File: src/sv/aip_pkg.sv
package aip_pkg;

  // fixed field widths
  localparam int CHAR_W   = 8;
  localparam int BASE_W   = 6;
  localparam int RESULT_W = 64;
  localparam int OFFSET_W = 12;

  // configuration register indexes
  localparam logic CFG_NUMBER_BASE = 1'b0;
  localparam logic CFG_SIGNED_MODE = 1'b1;

  // radix values
  localparam logic [BASE_W-1:0] BASE_AUTO = 6'd0;
  localparam logic [BASE_W-1:0] BASE_OCT  = 6'd8;
  localparam logic [BASE_W-1:0] BASE_DEC  = 6'd10;
  localparam logic [BASE_W-1:0] BASE_HEX  = 6'd16;
  localparam logic [BASE_W-1:0] BASE_MAX  = 6'd36;

  // digit code for a character that is no digit at all
  localparam logic [BASE_W-1:0] NOT_DIGIT = 6'd63;

  // character codes
  localparam logic [CHAR_W-1:0] CH_SPACE = 8'h20;
  localparam logic [CHAR_W-1:0] CH_TAB   = 8'h09;
  localparam logic [CHAR_W-1:0] CH_LF    = 8'h0a;
  localparam logic [CHAR_W-1:0] CH_VT    = 8'h0b;
  localparam logic [CHAR_W-1:0] CH_FF    = 8'h0c;
  localparam logic [CHAR_W-1:0] CH_CR    = 8'h0d;
  localparam logic [CHAR_W-1:0] CH_PLUS  = 8'h2b;
  localparam logic [CHAR_W-1:0] CH_MINUS = 8'h2d;
  localparam logic [CHAR_W-1:0] CH_ZERO  = 8'h30;
  localparam logic [CHAR_W-1:0] CH_NINE  = 8'h39;
  localparam logic [CHAR_W-1:0] CH_UP_A  = 8'h41;
  localparam logic [CHAR_W-1:0] CH_UP_X  = 8'h58;
  localparam logic [CHAR_W-1:0] CH_UP_Z  = 8'h5a;
  localparam logic [CHAR_W-1:0] CH_LO_A  = 8'h61;
  localparam logic [CHAR_W-1:0] CH_LO_X  = 8'h78;
  localparam logic [CHAR_W-1:0] CH_LO_Z  = 8'h7a;

  typedef struct packed {
    logic [CHAR_W-1:0] char_code;
    logic              first_char;
  } char_word_t;

  typedef struct packed {
    logic [RESULT_W-1:0] parsed_value;
    logic [OFFSET_W-1:0] end_offset;
    logic                no_digits;
    logic                range_error;
  } result_word_t;

  function automatic logic is_blank(input logic [CHAR_W-1:0] c);
    return (c == CH_SPACE) || (c == CH_TAB) || (c == CH_LF) ||
           (c == CH_CR) || (c == CH_FF) || (c == CH_VT);
  endfunction

  // digit value 0..35, NOT_DIGIT otherwise
  function automatic logic [BASE_W-1:0] digit_of(input logic [CHAR_W-1:0] c);
    logic [CHAR_W-1:0] v;
    v = '0;
    if (c >= CH_ZERO && c <= CH_NINE) begin
      v = c - CH_ZERO;
    end else if (c >= CH_LO_A && c <= CH_LO_Z) begin
      v = c - CH_LO_A + 8'd10;
    end else if (c >= CH_UP_A && c <= CH_UP_Z) begin
      v = c - CH_UP_A + 8'd10;
    end else begin
      v = 8'(NOT_DIGIT);
    end
    return v[BASE_W-1:0];
  endfunction

endpackage

File: src/sv/ascii_integer_parser.sv
// ascii_integer_parser: streaming ascii to integer conversion, one character per word
//
// char channel (char_valid / char_stall / char_word) carries one character a word;
// first_char set marks the start of a new string and drops any unfinished parse.
// leading whitespace, one optional sign, an optional 0x prefix and then digits are
// consumed; the first non-digit ends the parse and yields one result word on the
// result channel (result_valid / result_stall / result_word). characters after that
// are ignored until the next first_char.
// cfg port: cfg_we with cfg_index selects number_base (0) or signed_mode (1);
// write only while the block is idle.
// throughput: one character per cycle while char_stall is low; each character
// goes through a single 64 x 6 multiply-add into the state registers in the cycle
// it is taken. the result word of a terminating character is registered.
// the result register is backed by a one-word skid register; char_stall is high only
// while the skid register is full, so characters keep flowing while one result waits.
// reset (rst, synchronous) clears the parse state, the valid flags of both result
// registers and the configuration (auto base, unsigned).
module ascii_integer_parser #(
  parameter int VALUE_WIDTH = 64,
  parameter int MAX_OFFSET  = 4095
) (
  input  logic                        clk,
  input  logic                        rst,
  input  logic                        char_valid,
  output logic                        char_stall,
  input  aip_pkg::char_word_t         char_word,
  output logic                        result_valid,
  input  logic                        result_stall,
  output aip_pkg::result_word_t       result_word,
  input  logic                        cfg_we,
  input  logic                        cfg_index,
  input  logic [aip_pkg::BASE_W-1:0]  cfg_data
);

  localparam int POS_W  = $clog2(MAX_OFFSET + 1);
  localparam int PROD_W = VALUE_WIDTH + aip_pkg::BASE_W + 1;

  typedef enum logic [2:0] {
    PH_IDLE,
    PH_LEAD,
    PH_START,
    PH_ZERO,
    PH_AFTERX,
    PH_DIGITS
  } phase_t;

  // configuration
  logic [aip_pkg::BASE_W-1:0] number_base;
  logic                       signed_mode;

  // parse state
  phase_t                     parse_phase;
  logic [aip_pkg::BASE_W-1:0] active_base;
  logic [VALUE_WIDTH-1:0]     accumulator;
  logic                       overflow_seen;
  logic                       negative_sign;
  logic [POS_W-1:0]           char_position;
  logic                       digit_seen;

  phase_t                     parse_phase_next;
  logic [aip_pkg::BASE_W-1:0] active_base_next;
  logic [VALUE_WIDTH-1:0]     accumulator_next;
  logic                       overflow_seen_next;
  logic                       negative_sign_next;
  logic [POS_W-1:0]           char_position_next;
  logic                       digit_seen_next;

  // result registers
  aip_pkg::result_word_t      skid_word;
  logic                       skid_valid;

  logic                       char_fire;
  logic                       result_fire;
  logic                       emit;
  aip_pkg::result_word_t      emit_word;

  // per-character scratch
  logic [aip_pkg::CHAR_W-1:0] c;
  logic [aip_pkg::BASE_W-1:0] d;
  logic                       done;
  logic                       advance;
  logic [POS_W-1:0]           end_pos;
  logic [PROD_W-1:0]          prod;
  logic [VALUE_WIDTH-1:0]     half;
  logic [VALUE_WIDTH-1:0]     val;
  logic                       range;

  assign char_stall  = skid_valid;
  assign char_fire   = char_valid && !char_stall;
  assign result_fire = result_valid && !result_stall;

  // one character step, in the order of the parse phases
  always_comb begin
    c    = char_word.char_code;
    d    = aip_pkg::digit_of(c);
    done = 1'b0;
    advance = 1'b0;
    emit = 1'b0;
    end_pos = char_position;
    prod = '0;

    if (char_word.first_char) begin
      parse_phase_next   = PH_LEAD;
      active_base_next   = '0;
      accumulator_next   = '0;
      overflow_seen_next = 1'b0;
      negative_sign_next = 1'b0;
      char_position_next = '0;
      digit_seen_next    = 1'b0;
    end else begin
      parse_phase_next   = parse_phase;
      active_base_next   = active_base;
      accumulator_next   = accumulator;
      overflow_seen_next = overflow_seen;
      negative_sign_next = negative_sign;
      char_position_next = char_position;
      digit_seen_next    = digit_seen;
    end
    end_pos = char_position_next;

    if (parse_phase_next == PH_IDLE) begin
      done = 1'b1;
    end

    // whitespace and sign
    if (!done && parse_phase_next == PH_LEAD) begin
      if (aip_pkg::is_blank(c)) begin
        advance = 1'b1;
        done    = 1'b1;
      end else begin
        parse_phase_next = PH_START;
        if (c == aip_pkg::CH_MINUS || c == aip_pkg::CH_PLUS) begin
          negative_sign_next = (c == aip_pkg::CH_MINUS);
          advance = 1'b1;
          done    = 1'b1;
        end
      end
    end

    // base selection and prefix
    if (!done && parse_phase_next == PH_START) begin
      if (number_base == aip_pkg::BASE_AUTO) begin
        if (c == aip_pkg::CH_ZERO) begin
          active_base_next = aip_pkg::BASE_OCT;
          digit_seen_next  = 1'b1;
          parse_phase_next = PH_ZERO;
          advance = 1'b1;
          done    = 1'b1;
        end else begin
          active_base_next = aip_pkg::BASE_DEC;
        end
      end else begin
        active_base_next = (number_base > aip_pkg::BASE_MAX) ? aip_pkg::BASE_MAX
                                                             : number_base;
        if (active_base_next == aip_pkg::BASE_HEX && c == aip_pkg::CH_ZERO) begin
          digit_seen_next  = 1'b1;
          parse_phase_next = PH_ZERO;
          advance = 1'b1;
          done    = 1'b1;
        end
      end
      if (!done) begin
        parse_phase_next = PH_DIGITS;
      end
    end else if (!done && parse_phase_next == PH_ZERO) begin
      if (c == aip_pkg::CH_LO_X || c == aip_pkg::CH_UP_X) begin
        active_base_next = aip_pkg::BASE_HEX;
        parse_phase_next = PH_AFTERX;
        advance = 1'b1;
        done    = 1'b1;
      end else begin
        parse_phase_next = PH_DIGITS;
      end
    end else if (!done && parse_phase_next == PH_AFTERX) begin
      if (d < active_base_next) begin
        parse_phase_next = PH_DIGITS;
      end else begin
        // "0x" with no hex digit: the value is the lone zero, offset just after it
        accumulator_next = '0;
        emit    = 1'b1;
        end_pos = (char_position_next != '0) ? char_position_next - 1'b1 : '0;
        done    = 1'b1;
      end
    end

    // digit accumulation
    if (!done) begin
      if (d < active_base_next) begin
        prod = PROD_W'(accumulator_next) * PROD_W'(active_base_next) + PROD_W'(d);
        if (|prod[PROD_W-1:VALUE_WIDTH]) begin
          overflow_seen_next = 1'b1;
        end
        accumulator_next = prod[VALUE_WIDTH-1:0];
        digit_seen_next  = 1'b1;
        advance = 1'b1;
      end else begin
        emit = 1'b1;
      end
    end

    if (advance && char_position_next < POS_W'(MAX_OFFSET)) begin
      char_position_next = char_position_next + 1'b1;
    end
    if (emit) begin
      parse_phase_next = PH_IDLE;
    end
  end

  // final value: wrap, saturate or clamp
  always_comb begin
    half  = '0;
    half[VALUE_WIDTH-1] = 1'b1;
    val   = '0;
    range = 1'b0;
    if (signed_mode) begin
      if (negative_sign_next) begin
        if (overflow_seen_next || accumulator_next > half) begin
          val   = half;
          range = 1'b1;
        end else begin
          val = '0 - accumulator_next;
        end
      end else begin
        if (overflow_seen_next || accumulator_next > half - 1'b1) begin
          val   = half - 1'b1;
          range = 1'b1;
        end else begin
          val = accumulator_next;
        end
      end
    end else begin
      if (overflow_seen_next) begin
        val   = '1;
        range = 1'b1;
      end else begin
        val = negative_sign_next ? '0 - accumulator_next : accumulator_next;
      end
    end

    if (digit_seen_next) begin
      emit_word.parsed_value = aip_pkg::RESULT_W'(val);
      emit_word.end_offset   = aip_pkg::OFFSET_W'(end_pos);
      emit_word.no_digits    = 1'b0;
      emit_word.range_error  = range;
    end else begin
      emit_word.parsed_value = '0;
      emit_word.end_offset   = '0;
      emit_word.no_digits    = 1'b1;
      emit_word.range_error  = 1'b0;
    end
  end

  // configuration registers
  always_ff @(posedge clk) begin
    if (rst) begin
      number_base <= aip_pkg::BASE_AUTO;
      signed_mode <= 1'b0;
    end else if (cfg_we) begin
      case (cfg_index)
        aip_pkg::CFG_NUMBER_BASE: number_base <= cfg_data;
        aip_pkg::CFG_SIGNED_MODE: signed_mode <= cfg_data[0];
        default: ;
      endcase
    end
  end

  // parse state
  always_ff @(posedge clk) begin
    if (rst) begin
      parse_phase   <= PH_IDLE;
      active_base   <= '0;
      accumulator   <= '0;
      overflow_seen <= 1'b0;
      negative_sign <= 1'b0;
      char_position <= '0;
      digit_seen    <= 1'b0;
    end else if (char_fire) begin
      parse_phase   <= parse_phase_next;
      active_base   <= active_base_next;
      accumulator   <= accumulator_next;
      overflow_seen <= overflow_seen_next;
      negative_sign <= negative_sign_next;
      char_position <= char_position_next;
      digit_seen    <= digit_seen_next;
    end
  end

  // result register with skid: the skid word always drains first
  always_ff @(posedge clk) begin
    if (rst) begin
      result_valid <= 1'b0;
      skid_valid   <= 1'b0;
    end else if (!result_valid || result_fire) begin
      result_valid <= skid_valid || (char_fire && emit);
      skid_valid   <= 1'b0;
    end else if (char_fire && emit) begin
      skid_valid <= 1'b1;
    end
  end

  always_ff @(posedge clk) begin
    if (!result_valid || result_fire) begin
      result_word <= skid_valid ? skid_word : emit_word;
    end else if (char_fire && emit) begin
      skid_word <= emit_word;
    end
  end

  // a full skid word means the result register is full too
  assert property (@(posedge clk) disable iff (rst) skid_valid |-> result_valid)
    else $error("skid word held with empty result register");

  // stall only comes up after a result word was held back
  assert property (@(posedge clk) disable iff (rst)
    $rose(char_stall) |-> $past(result_valid && result_stall))
    else $error("char_stall raised without a stalled result");

  // an empty parse gives zero value, zero offset and no range flag
  assert property (@(posedge clk) disable iff (rst)
    (result_valid && result_word.no_digits) |->
      (result_word.parsed_value == '0 && result_word.end_offset == '0 &&
       !result_word.range_error))
    else $error("no-digit result with nonzero payload");

  // idle phase does not move the parse state
  assert property (@(posedge clk) disable iff (rst)
    (char_fire && parse_phase == PH_IDLE && !char_word.first_char) |=>
      (parse_phase == PH_IDLE && $stable(char_position)))
    else $error("idle parse state changed without first_char");

endmodule

File: config.mk
export PLATFORM = sky130hd
export DESIGN_NAME = ascii_integer_parser
export DESIGN_NICKNAME = d
export VERILOG_FILES = /design/src/sv/aip_pkg.sv /design/src/sv/ascii_integer_parser.sv
export SDC_FILE = /design/constraint.sdc
export NUM_CORES = 2
export LEC_CHECK = 0
export BUFFER_PORTS_ARGS = -buffer_cell sky130_fd_sc_hd__clkbuf_2
export CAP_MARGIN = 20
export CORE_UTILIZATION = 57
export DETAILED_ROUTE_END_ITERATION = 10
export PLACE_DENSITY = 0.84
export RECOVER_POWER = 100
export SYNTH_ARGS = -nofsm -noshare
export SYNTH_HDL_FRONTEND = slang
export SYNTH_SLANG_ARGS = --single-unit
File: constraint.sdc
create_clock -name clk -period 28.9 [get_ports clk]
set_input_delay 1.445 -clock clk [delete_from_list [all_inputs] [get_ports clk]]
set_output_delay 1.445 -clock clk [all_outputs]
set_load 0.05 [all_outputs]
==> impl_metrics.csv <==
group,metric,value,unit
status,outcome,"complete, but fails checks",
status,violations,"capacitance limit, slew limit",
sta,hold_viol,0,
route,firstDrtPassIters,6,
sta,slew_headroom,-188,%
sta,tns,0,ps
worst_hold_path,hold_path.class,"flop to flop",
place,dpl_cell_area,29900,sq um
synth,yosys_warnings,0,
critical_path,worstSetupEndpointType,"flop",
worst_hold_path,whs_path_depth,2,
critical_path,cp_max_fo,59,
synth,synth_nets,4006,
sta,rsz0062_at_grt,"no",
layout,fin_area,30700,sq um
critical_path,slowest_delay,2480,ps
layout,syn2layout_area_growth,5.81,%
clock_tree,max-clock-path-buffers,3,
synth,yosysSeqAreaShare,22.9,%
layout,nets,3962,
synth,post_synth.cell_area_avg,8.15,sq um
clock_tree,cts_max_level,1,
place,port_buffers,100,
place,detailedPlace.worstSlack,14140,ps
sta,setup_viol,0,
route,ant_nets,0,
critical_path,crit_type,"input pin to flop",
critical_path,slowest_stage,"clkbuf_1",
power_and_ir_drop,power,1230,uW
synth,yosysTopAreaCellShare,17.4,%
place,gp_congestion,1.09,
synth,synthCells,3559,
clock_tree,path_clk_slew,60,ps
route,wl,97900,um
clock_tree,numCtsBuffers,28,
synth,async_flop_share,0,%
floorplan,core,50200,sq um
floorplan,ios,101,
clock_tree,cts_root_buf,"clkbuf_16",
worst_hold_path,hold_end,"negative_sign$_SDFFE_PP0P_",
global_routing,antenna_found_initial,1,
run,drv_cap,13,
critical_path,critical_path_required,29360,ps
place,dp_hpwl,74700,um
clock_tree,ctsResizeCount,0,
sta,skew,51.4,ps
floorplan,fp.dieW,228,um
synth,synth-edff-count,156,
clock_tree,cts_tree,"done",
synth,synth_area,29000,sq um
route,via_per_inst,6.74,
critical_path,r2r.worst_path.cells,33,
route,via_count,28400,
route,avgRoutedWirePerCell,23.2,um
power_and_ir_drop,vdd_drop_max,35.0,uV
synth,synth_area_leaders,"fa_1 (17%), edfxtp_1 (16%), nor2_1 (9.2%)",
layout,seqCellArea,6630,sq um
global_routing,grt_pass1_wl,153000,um
clock_tree,holdBufCountCts,0,
critical_path,start_kind,"input pin",
sta,final.min_clock_period,16220,ps
global_routing,grt_overflow_total,0,
floorplan,die_h,228,um
critical_path,r2r_slack,14270,ps
synth,synth-seq-cells,253,
power_and_ir_drop,power_leakage,0.0126,uW
global_routing,grt_max_degree,95,
route,drc,0,
sta,tightest_slew,4320,ps
critical_path,worstReg2RegEnd,"result_word[22]$_DFFE_PP_",
critical_path,r2r-start,"parse_phase[1]$_SDFFE_PP0P_",
floorplan,start_util,57.8,%
sta,setup_ws,12680,ps
layout,n_fill_cell,4387,
layout,multi_input_area,21100,sq um
layout,layout_commonest_cell,"nor2_1",
layout,drive_above_1_share,4.69,%
critical_path,cpMostUsedCell,"inv_1",
clock_tree,clk_latency,600,ps
global_routing,grtUsageTotal,38.1,%
synth,yosysUniqueCellTypes,94,
power_and_ir_drop,power.density,40.1,nW/um^2
floorplan,num_rows,82,
sta,fin_crit_sh,56.1,%
critical_path,arrival,16690,ps
layout,layout_common_cells,"nor2_1 (706), nand2_1 (370), fa_1 (252)",
clock_tree,numClockSinks,253,
worst_hold_path,min-delay-start,"negative_sign$_SDFFE_PP0P_",
synth,yosysTopAreaCell,"fa_1",
layout,diodes,0,
sta,final_max_slew_viol_count,576,
floorplan,die_area,51800,sq um
global_routing,grt_pass1_vias,27000,
sta,fmax,0.0616,GHz
synth,synth-main-ff-cell,"edfxtp_1",
clock_tree,post_cts_buffers,0,
route,drt_iter0_drc,3942,
==> report_power, final <==
group	switching, uW	total (uW)	internal [uW]
combinational	307	414	107
sequential	16.2	425	409
clock	166	392	226
total	489	1230	741
==> routing by layer <==
| layer | wire length, um | global-route usage (%) | share of wire, % | up-vias |
|---|---|---|---|---|
| met1 | 38200 | 50.5 | 39 | 13500 |
| met5 | 12 | 0 | 0.012 | - |
| met4 | 6070 | 20.5 | 6.2 | 2 |
| met3 | 11400 | 8.58 | 12 | 350 |
| li1 | - | - | - | 12600 |
| met2 | 42200 | 58.0 | 43 | 1869 |
==> per-stage QoR <==
stage / hold WS [ps] / std cells / utilization, %
floorplan: 432 / 3559 / -
global placement: 439 / 4155 / 59.6
detailed placement: 443 / 4156 / 59.6
CTS: 451 / 4208 / 61.6
global route: 487 / 4209 / 61.1
finish: 450 / 4209 / 61.1
==> state kept, by name (all words and copies together) (netlist names) <==
name,count
result_valid,1
active_base,6
overflow_seen,1
skid_word,78
parse_phase,3
char_position,12
negative_sign,1
signed_mode,1
accumulator,64
char_stall,1
digit_seen,1
result_word,78
number_base,6
==> critical path, delay by kind of cell <==
kind / cells / cell delay, ps
muxes: 1 / 210
and+or+nand+nor: 9 / 3060
buffers and inverters: 9 / 3650
AOI/OAI and AO/OA: 13 / 5430
adders and majority gates: 6 / 2810
==> worst max path at each step <==
stage | from | to | slack, ps | cells past startpoint
3_5_place_dp | char_word[2] | result_word[22]$_DFFE_PP_ | 14140 | 42
5_1_grt | char_word[1] | result_word[22]$_DFFE_PP_ | 11980 | 38
4_1_cts | char_word[2] | result_word[22]$_DFFE_PP_ | 14690 | 42
3_3_place_gp | char_word[2] | result_word[64]$_DFFE_PP_ | 14250 | 41
6_report | char_word[1] | result_word[22]$_DFFE_PP_ | 12680 | 38
2_1_floorplan | char_word[2] | result_word[75]$_DFFE_PP_ | 16070 | 43
==> final cells by class <==
cell class	instances	share of cell area, %
multi-input combinational	2969	68.8
inverter	116	1.42
tap	672	2.74
sequential	253	21.6
clock inverter	20	0.893
clock buffer	32	2.33
timing repair buffer	147	2.23
==> cell usage after synthesis, types with 8 or more instances <==
cell	count
o2111ai_1	8
nand2b_1	18
a31o_2	9
xnor2_1	61
dfxtp_1	97
or3_1	25
ha_1	174
buf_1	28
or4_1	14
edfxtp_1	156
inv_1	112
a211oi_1	72
clkbuf_1	185
nor2b_1	15
a22oi_1	10
o21bai_1	10
nor4_1	34
a211o_1	13
a21oi_1	245
and4_1	12
a2111oi_0	11
o211ai_1	32
mux2_2	16
o31ai_1	45
and3_1	20
fa_1	252
a31oi_1	44
a32oi_1	9
o21ai_0	169
nand3_1	83
nor3_1	89
a21boi_0	13
xor2_1	32
o22ai_1	18
or2_2	19
o21a_1	33
a21o_1	32
nand4_1	44
o41ai_1	9
and2_1	25
o21ai_1	11
nor2_1	708
nand2_1	371
mux2i_1	31
==> kinds of logic (layout without fill, tap and decap cells) <==
group           after synthesis  count (layout)  synth area share (%)
xor+xnor                     93              93                  2.81
simple gates               1515            1515                  23.2
flops                       253             253                  22.9
buf+inv                     337             315                  4.40
fa+ha+maj                   426             426                  24.9
mux                          47              47                  1.69
compound gates              888             888                  20.1
No activity file was read; power rests on OpenSTA's default activity.
